## src/hdl/spq_pkg.sv

```systemverilog
// ----------------------------------------------------------------------------
// spq_pkg: shared types and constants of the sorted priority queue
// Queue depth, field widths, operation and status codes, cell control.
// ----------------------------------------------------------------------------
package spq_pkg;

    localparam int DEPTH   = 16;
    localparam int CNT_W   = $clog2(DEPTH + 1);
    localparam int VALUE_W = 32;
    localparam int PRIO_W  = 8;
    localparam int OCC_W   = 5;
    localparam int STAT_W  = 2;

    typedef enum logic {
        OP_ENQ = 1'b0,
        OP_DEQ = 1'b1
    } op_t;

    typedef enum logic [STAT_W-1:0] {
        ST_INSERTED = 2'd0,
        ST_REMOVED  = 2'd1,
        ST_FULL     = 2'd2,
        ST_EMPTY    = 2'd3
    } status_t;

    typedef struct packed {
        logic signed [VALUE_W-1:0] value;
        logic        [PRIO_W-1:0]  prio;
    } spq_entry_t;

    // Per-cycle command broadcast to every cell of the chain.
    typedef struct packed {
        logic ins;
        logic del;
    } spq_ctrl_t;

endpackage

```

## src/hdl/spq_req_if.sv

```systemverilog
// ----------------------------------------------------------------------------
// spq_req_if: request channel of the sorted priority queue
// Valid/ready handshake carrying operation, value and priority.
// ----------------------------------------------------------------------------
interface spq_req_if;
    logic                               valid;
    logic                               ready;
    logic                               op;
    logic signed [spq_pkg::VALUE_W-1:0] item_value;
    logic        [spq_pkg::PRIO_W-1:0]  item_priority;

    modport source (output valid, output op, output item_value, output item_priority,
                    input ready);
    modport sink   (input valid, input op, input item_value, input item_priority,
                    output ready);
endinterface

```

## src/hdl/spq_rsp_if.sv

```systemverilog
// ----------------------------------------------------------------------------
// spq_rsp_if: response channel of the sorted priority queue
// Valid/ready handshake carrying status, removed entry and occupancy.
// ----------------------------------------------------------------------------
interface spq_rsp_if;
    logic                               valid;
    logic                               ready;
    logic        [spq_pkg::STAT_W-1:0]  status;
    logic signed [spq_pkg::VALUE_W-1:0] removed_value;
    logic        [spq_pkg::PRIO_W-1:0]  removed_priority;
    logic        [spq_pkg::OCC_W-1:0]   occupancy;

    modport source (output valid, output status, output removed_value,
                    output removed_priority, output occupancy, input ready);
    modport sink   (input valid, input status, input removed_value,
                    input removed_priority, input occupancy, output ready);
endinterface

```

## src/hdl/sorted_priority_queue.sv

```systemverilog
// ----------------------------------------------------------------------------
// sorted_priority_queue: shift-register priority queue
// Keeps up to DEPTH entries sorted by ascending priority number, FIFO among
// equal priorities, and serves the smallest number first.
// ----------------------------------------------------------------------------
// Usage:
//   req carries one request: op (enqueue or dequeue), item_value and
//   item_priority. rsp returns one response per request: status, the removed
//   head entry (zero unless a dequeue succeeded) and the occupancy after it.
//   The response is registered and shows up in the cycle after the request is
//   taken. Throughput is one request per cycle while rsp is not stalled, set by
//   the cell chain, where every slot compares and shifts in the same cycle.
//   req.ready stays high while the response register is empty or is being
//   drained; if the receiver stalls rsp, the pending response holds and
//   req.ready drops until it is taken. An enqueue on a full queue answers
//   full and a dequeue on an empty queue answers empty, both with no change.
//   Reset clears the entry count and the response valid; slot contents are
//   left as they are and never read until written.
// ----------------------------------------------------------------------------
module sorted_priority_queue (
    input  logic       clk,
    input  logic       rst_n,
    spq_req_if.sink    req,
    spq_rsp_if.source  rsp
);

    logic                            accept;
    logic                            full;
    logic                            empty;
    logic                            is_enq;
    spq_pkg::spq_ctrl_t              ctrl;
    spq_pkg::spq_entry_t             new_entry;
    spq_pkg::spq_entry_t             cell_entry   [spq_pkg::DEPTH];
    logic                            cell_greater [spq_pkg::DEPTH];

    logic [spq_pkg::CNT_W-1:0]       count_reg;
    logic [spq_pkg::CNT_W-1:0]       count_next;

    logic                            rsp_valid_reg;
    logic                            rsp_valid_next;
    spq_pkg::status_t                status_reg;
    spq_pkg::status_t                status_next;
    spq_pkg::spq_entry_t             removed_reg;
    spq_pkg::spq_entry_t             removed_next;
    logic [spq_pkg::OCC_W-1:0]       occ_reg;

    // Take a request whenever the response slot is free or draining.
    assign req.ready = !rsp_valid_reg || rsp.ready;
    assign accept    = req.valid && req.ready;

    assign full   = (count_reg == spq_pkg::CNT_W'(spq_pkg::DEPTH));
    assign empty  = (count_reg == '0);
    assign is_enq = (req.op == spq_pkg::OP_ENQ);

    assign ctrl.ins = accept && is_enq && !full;
    assign ctrl.del = accept && !is_enq && !empty;

    assign new_entry.value = req.item_value;
    assign new_entry.prio  = req.item_priority;

    // Build the chain: each cell sees its left and right neighbor. The head
    // has no left neighbor and never shifts from it; the tail pulls in a
    // blank entry on removal, which lands beyond the count.
    for (genvar i = 0; i < spq_pkg::DEPTH; i++)
    begin : g_cell
        spq_pkg::spq_entry_t left_e;
        spq_pkg::spq_entry_t right_e;
        logic                left_g;

        if (i == 0)
        begin : g_head
            assign left_e = new_entry;
            assign left_g = 1'b0;
        end
        else
        begin : g_body
            assign left_e = cell_entry[i-1];
            assign left_g = cell_greater[i-1];
        end

        if (i == spq_pkg::DEPTH - 1)
        begin : g_tail
            assign right_e = '0;
        end
        else
        begin : g_mid
            assign right_e = cell_entry[i+1];
        end

        spq_cell u_cell (
            .clk          (clk),
            .ctrl         (ctrl),
            .occupied     (count_reg > spq_pkg::CNT_W'(i)),
            .new_entry    (new_entry),
            .left_entry   (left_e),
            .right_entry  (right_e),
            .left_greater (left_g),
            .greater      (cell_greater[i]),
            .entry        (cell_entry[i])
        );
    end

    // Advance the count and form the response for the request taken now.
    always_comb
    begin
        count_next     = count_reg;
        rsp_valid_next = rsp_valid_reg && !rsp.ready;
        status_next    = status_reg;
        removed_next   = removed_reg;
        if (accept)
        begin
            rsp_valid_next = 1'b1;
            removed_next   = '0;
            priority if (is_enq && full)
            begin
                status_next = spq_pkg::ST_FULL;
            end
            else if (is_enq)
            begin
                status_next = spq_pkg::ST_INSERTED;
                count_next  = count_reg + spq_pkg::CNT_W'(1);
            end
            else if (empty)
            begin
                status_next = spq_pkg::ST_EMPTY;
            end
            else
            begin
                status_next  = spq_pkg::ST_REMOVED;
                removed_next = cell_entry[0];
                count_next   = count_reg - spq_pkg::CNT_W'(1);
            end
        end
    end

    always_ff @(posedge clk or negedge rst_n)
    begin
        if (!rst_n)
        begin
            count_reg     <= '0;
            rsp_valid_reg <= 1'b0;
        end
        else
        begin
            count_reg     <= count_next;
            rsp_valid_reg <= rsp_valid_next;
        end
    end

    // Response payload: load only with a new request, hold while stalled.
    always_ff @(posedge clk)
    begin
        if (accept)
        begin
            status_reg  <= status_next;
            removed_reg <= removed_next;
            occ_reg     <= spq_pkg::OCC_W'(count_next);
        end
    end

    assign rsp.valid            = rsp_valid_reg;
    assign rsp.status           = status_reg;
    assign rsp.removed_value    = removed_reg.value;
    assign rsp.removed_priority = removed_reg.prio;
    assign rsp.occupancy        = occ_reg;

    // The count never runs past the number of cells.
    a_count_bound : assert property (@(posedge clk) disable iff (!rst_n)
        count_reg <= spq_pkg::CNT_W'(spq_pkg::DEPTH))
        else $error("entry count exceeds queue depth");

    // The count moves only with a taken request.
    a_count_idle : assert property (@(posedge clk) disable iff (!rst_n)
        !accept |=> $stable(count_reg))
        else $error("entry count changed without a request");

    // A refused request leaves the count alone and answers full or empty.
    a_refused : assert property (@(posedge clk) disable iff (!rst_n)
        accept && ((is_enq && full) || (!is_enq && empty)) |=>
            $stable(count_reg) && rsp_valid_reg &&
            (status_reg == spq_pkg::ST_FULL || status_reg == spq_pkg::ST_EMPTY))
        else $error("refused request changed state or answered wrongly");

    // A successful removal hands out exactly the head entry.
    a_head_out : assert property (@(posedge clk) disable iff (!rst_n)
        ctrl.del |=> status_reg == spq_pkg::ST_REMOVED &&
            removed_reg == $past(cell_entry[0]))
        else $error("dequeue did not return the head entry");

endmodule

```

## src/hdl/spq_cell.sv

```systemverilog
// ----------------------------------------------------------------------------
// spq_cell: one slot of the shift-register queue
// Holds one entry; on insert it keeps, takes the new entry or takes the
// left neighbor; on removal it takes the right neighbor.
// ----------------------------------------------------------------------------
module spq_cell (
    input  logic               clk,
    input  spq_pkg::spq_ctrl_t ctrl,
    input  logic               occupied,
    input  spq_pkg::spq_entry_t new_entry,
    input  spq_pkg::spq_entry_t left_entry,
    input  spq_pkg::spq_entry_t right_entry,
    input  logic               left_greater,
    output logic               greater,
    output spq_pkg::spq_entry_t entry
);

    spq_pkg::spq_entry_t entry_reg;
    spq_pkg::spq_entry_t entry_next;

    // An empty slot counts as greater, so the new entry lands at the tail.
    assign greater = !occupied || (entry_reg.prio > new_entry.prio);
    assign entry   = entry_reg;

    always_comb
    begin
        entry_next = entry_reg;
        if (ctrl.ins && greater)
        begin
            entry_next = left_greater ? left_entry : new_entry;
        end
        else if (ctrl.del)
        begin
            entry_next = right_entry;
        end
    end

    always_ff @(posedge clk)
    begin
        entry_reg <= entry_next;
    end

endmodule

```

## src/flat_wrapper.sv

```systemverilog
// flat-port wrapper written by rule: the top's interface ports become plain ports
module sorted_priority_queue_flat 
  (clk, rst_n, req_valid, req_op, req_item_value, req_item_priority, req_ready, rsp_valid, rsp_status, rsp_removed_value, rsp_removed_priority, rsp_occupancy, rsp_ready);
  spq_req_if req_i ();
  spq_rsp_if rsp_i ();
  input  logic clk;
  input  logic rst_n;
  input wire logic [$bits(req_i.valid)-1:0] req_valid;
  input wire logic [$bits(req_i.op)-1:0] req_op;
  input wire logic [$bits(req_i.item_value)-1:0] req_item_value;
  input wire logic [$bits(req_i.item_priority)-1:0] req_item_priority;
  output wire logic [$bits(req_i.ready)-1:0] req_ready;
  output wire logic [$bits(rsp_i.valid)-1:0] rsp_valid;
  output wire logic [$bits(rsp_i.status)-1:0] rsp_status;
  output wire logic [$bits(rsp_i.removed_value)-1:0] rsp_removed_value;
  output wire logic [$bits(rsp_i.removed_priority)-1:0] rsp_removed_priority;
  output wire logic [$bits(rsp_i.occupancy)-1:0] rsp_occupancy;
  input wire logic [$bits(rsp_i.ready)-1:0] rsp_ready;
  assign req_i.valid = req_valid;
  assign req_i.op = req_op;
  assign req_i.item_value = req_item_value;
  assign req_i.item_priority = req_item_priority;
  assign req_ready = req_i.ready;
  assign rsp_valid = rsp_i.valid;
  assign rsp_status = rsp_i.status;
  assign rsp_removed_value = rsp_i.removed_value;
  assign rsp_removed_priority = rsp_i.removed_priority;
  assign rsp_occupancy = rsp_i.occupancy;
  assign rsp_i.ready = rsp_ready;
  sorted_priority_queue u_core (.clk(clk), .rst_n(rst_n), .req(req_i), .rsp(rsp_i));
endmodule
```

## config.mk

```make
export PLATFORM = sky130hd
export DESIGN_NAME = sorted_priority_queue_flat
export DESIGN_NICKNAME = d
export VERILOG_FILES = /design/src/hdl/spq_pkg.sv /design/src/hdl/spq_req_if.sv /design/src/hdl/spq_rsp_if.sv /design/src/hdl/sorted_priority_queue.sv /design/src/hdl/spq_cell.sv /design/src/flat_wrapper.sv
export SDC_FILE = /design/constraint.sdc
export NUM_CORES = 2
export LEC_CHECK = 0
export BUFFER_PORTS_ARGS = -buffer_cell sky130_fd_sc_hd__clkbuf_2
export CAP_MARGIN = 5
export CORE_MARGIN = 2
export CORE_UTILIZATION = 60
export DETAILED_ROUTE_END_ITERATION = 8
export GPL_TIMING_DRIVEN = 0
export HOLD_SLACK_MARGIN = 0.03
export PLACE_DENSITY = 0.8
export SLEW_MARGIN = 20
export SYNTH_ARGS = -nofsm -noshare
export SYNTH_HDL_FRONTEND = slang
export SYNTH_SLANG_ARGS = --single-unit
```

## constraint.sdc

```tcl
create_clock -name clk -period 15.1 [get_ports clk]
set_input_delay 2.265 -clock clk [delete_from_list [all_inputs] [get_ports clk]]
set_output_delay 2.265 -clock clk [all_outputs]
set_load 0.02 [all_outputs]
```

==> impl_metrics.csv <==
group,metric,value,unit
finish,fin_area,42300,µm²
hold_path,hp-class,"register to register",
sta,slew_viol_final,0,
cts,cts.sinks,693,
cts,clockRootBuffer,"clkbuf_16",
synth,yosysSeqAreaShare,0.546,
sta,relSlewSlack,0.117,
hold_path,hold_start,"u_core.g_cell[15].u_cell.entry[25]$_SDFFCE_PN0P_",
synth,async_reset_ff_frac,0.00866,
cts,cts_max_level,3,
synth,synth-seq-cells,693,
detailed_routing,via_per_inst,6.63,
detailed_routing,drt-wirelength-per-cell,25.9,µm
worst_setup_path,worst_ep_required_time,15460,ps
floorplanning,dieHeight,256,µm
finish,largest_reg_flops,640,
floorplanning,die_w,256,µm
floorplanning,io_pins,94,
detailed_routing,first_pass_iters,7,
worst_setup_path,path_delay_family,"buffers and inverters",
sta,setup_viol,0,
floorplanning,die_area,65400,µm²
synth,synth_top_area_share,0.542,
power,p_sw,1.95,mW
worst_setup_path,crit_fanout,21,
detailed_routing,dr.first_iter.drc_count,3739,
global_route,first_global_vias,28960,
floorplanning,core,62900,µm²
job,max-cap-violations,0,
power,clockPowerShare,0.306,
cts,cts_hold_buf,0,
global_route,grt_pass1_wl,173,mm
worst_setup_path,path_buf_inv,5,
worst_setup_path,start_kind,"primary input",
synth,yosys-top-cells-count,"edfxtp_1 (687), nand2_1 (523), mux2i_1 (442)",
sta,timing.fmax,128,MHz
synth,syn-instance-count,3400,
synth,avgSynthCellArea,11.2,µm²
power,power_frac_seq,0.425,
power,combPwrFrac,0.269,
hold_path,holdPathStages,1,
cts,cts_made_buffers,74,
sta,finalHoldViolCount,0,
synth,synthFlopType,"edfxtp_1",
global_route,grt_max_degree,55,
synth,netlist_area,38100,µm²
status,status,"completed",
finish,final_nets,3751,
global_route,grt_util_all_layers,0.347,
finish,nFillCells,4759,
hold_path,min_to,"u_core.g_cell[14].u_cell.entry[25]$_DFFE_PP_",
cts,cts_tree,"built",
cts,max-clock-path-buffers,3,
sta,worst_pin_slew,1320,ps
cts,path_clk_slew,60,ps
finish,synthToLayoutAreaGrowth,11.1,%
worst_setup_path,regToRegStartpoint,"u_core.count_reg[1]$_DFF_PN0_",
power,p_leak,16.8,nW
worst_setup_path,arrival,8180,ps
synth,synth_area_leaders,"edfxtp_1 (54%), mux2i_1 (12%), nand2_1 (5.2%)",
sta,period_minus_slack,7830,ps
synth,synth_edf_count,687,
synth,yosysTopAreaCell,"edfxtp_1",
sta,skew,25.1,ps
sta,tns,0,ps
detailed_routing,wl,116,mm
global_route,antenna_found_initial,5,
placed_design,dp_hpwl,80.5,mm
synth,synthDistinctLibCells,59,
detailed_routing,postRouteAntennaNets,0,
worst_setup_path,crit_chain,"clkbuf_1, clkbuf_1, inv_1, ha_1, and4_1, nand2b_1, a221oi_4, nand2b_1, buf_4, nand2_2, buf_12",
sta,rsz0062_at_grt,"false",
worst_setup_path,slowest_stage,"a221oi_4",
power,peakVddDrop,91.9,µV
power,p_per_area,142,nW/µm²
synth,synth.most_common_cell,"edfxtp_1",
placed_design,io_buffers,86,
worst_setup_path,slowest_delay,1020,ps
synth,synth_warnings,0,
sta,finalCritPeriodShare,0.518,
floorplanning,rows,92,
worst_setup_path,r2r_cells,10,
detailed_routing,vias,29686,
worst_setup_path,r2r-end,"u_core.g_cell[15].u_cell.entry[23]$_SDFFCE_PN0P_",
global_route,overflow,0,
detailed_routing,remaining_drc_errors,0,
placed_design,placed_cell_area,39900,µm²
finish,drive_above_1_share,0.141,
worst_setup_path,r2r_setup_slack,10040,ps
cts,clk_latency,640,ps
cts,cts_resized,0,
synth,synth.net_count,3579,
worst_setup_path,critical_path_class,"primary input to register",
worst_setup_path,end_kind,"register",
placed_design,gp_congestion,0.935,
cts,post-cts-setup-buffers,0,
power,p_sw_frac,0.326,
power,internal-power,4.04,mW
floorplanning,start_util,0.605,
-- per-layer routing --
| metal | GRT usage | part of all wire |
|---|---|---|
| met5 | 0 | 0.00034 |
| met4 | 0.185 | 0.054 |
| met3 | 0.0744 | 0.11 |
| met2 | 0.526 | 0.45 |
| met1 | 0.470 | 0.39 |
-- worst register-to-register path, cell delays in order, from the launching register on --
cell	delay [ps]
dfrtp_1	400
buf_4	180
inv_2	100
ha_1	210
or3b_1	380
nor2_1	290
nor2_1	350
nand2_1	770
clkbuf_1	930
nand2_2	750
buf_16	420
-- cell families after synthesis --
| group | share of synthesized area |
|---|---|
| flops | 0.546 |
| fa+ha+maj | 0.0441 |
| xor+xnor | 0.000460 |
| mux | 0.151 |
| simple gates | 0.105 |
| buf+inv | 0.0380 |
| compound gates | 0.116 |
-- how the worst max path moves through the flow --
stage / startpoint / to / slack (ps) / cells after the start
6_report: req_item_priority[3] / u_core.g_cell[11].u_cell.entry[9]$_DFFE_PP_ / 7270 / 11
5_1_grt: req_item_priority[1] / u_core.g_cell[11].u_cell.entry[9]$_DFFE_PP_ / 7370 / 11
4_1_cts: req_item_priority[1] / u_core.g_cell[11].u_cell.entry[9]$_DFFE_PP_ / 7810 / 11
3_5_place_dp: req_item_priority[1] / u_core.g_cell[11].u_cell.entry[9]$_DFFE_PP_ / 7190 / 11
3_3_place_gp: req_item_priority[1] / u_core.g_cell[8].u_cell.entry[9]$_DFFE_PP_ / 3480 / 10
2_1_floorplan: req_item_priority[1] / u_core.g_cell[8].u_cell.entry[0]$_DFFE_PP_ / 7500 / 10
-- cell type report --
| class | count | area (µm²) | share of cell area |
|---|---|---|---|
| Clock inverter | 32 | 344 | 0.00814 |
| Antenna cell | 4 | 10.0 | 0.000237 |
| Clock buffer | 98 | 2010 | 0.0476 |
| Buffer | 269 | 1330 | 0.0315 |
| Inverter | 31 | 119 | 0.00281 |
| Timing Repair Buffer | 96 | 661 | 0.0156 |
| Multi-Input combinational cell | 2407 | 16000 | 0.378 |
| Sequential cell | 693 | 20800 | 0.491 |
| Tap cell | 846 | 1060 | 0.0250 |
-- placed cells by master (no fill, tap or decap), drive strengths merged, types with 3 or more instances in the layout --
cell type  instances
o22ai             10
or2                5
edfxtp           687
a21o               8
dfrtp              6
o22a              33
mux2i            442
o21ai            351
a21oi            227
nand4             27
nand2b            12
inv               33
diode              4
clkbuf           325
a31oi             84
nand2            524
and2              42
buf              138
ha               134
nor3               9
clkinv            23
bufinv             6
o211ai            16
or3                4
and4               4
o21a               6
nand3              9
o31ai              3
nor2             288
nor2b             28
o31a               3
mux2             117
-- power groups by stage --
stage / Clock [mW] / Sequential, mW / Combinational, mW
after detailed placement: 0 / 2.57 / 1.55
after floorplan: 0 / 2.55 / 1.08
after CTS: 1.83 / 2.54 / 1.57
final: 1.83 / 2.54 / 1.61
after global placement: 0 / 2.59 / 1.48
after global routing: 1.90 / 2.56 / 1.71
-- metrics by stage --
step / power, mW / hold slack, ps / setup slack [ps] / utilization / std cells
2_1_floorplan: 3.63 / 501 / 7500 / - / 3400
3_3_place_gp: 4.07 / 508 / 3480 / 0.629 / 4332
3_5_place_dp: 4.13 / 535 / 7190 / 0.635 / 4342
4_1_cts: 5.93 / 545 / 7810 / 0.673 / 4472
5_1_grt: 6.17 / 558 / 7370 / 0.673 / 4474
6_report: 5.99 / 545 / 7270 / 0.673 / 4476
(Power assumes the default switching activity.)
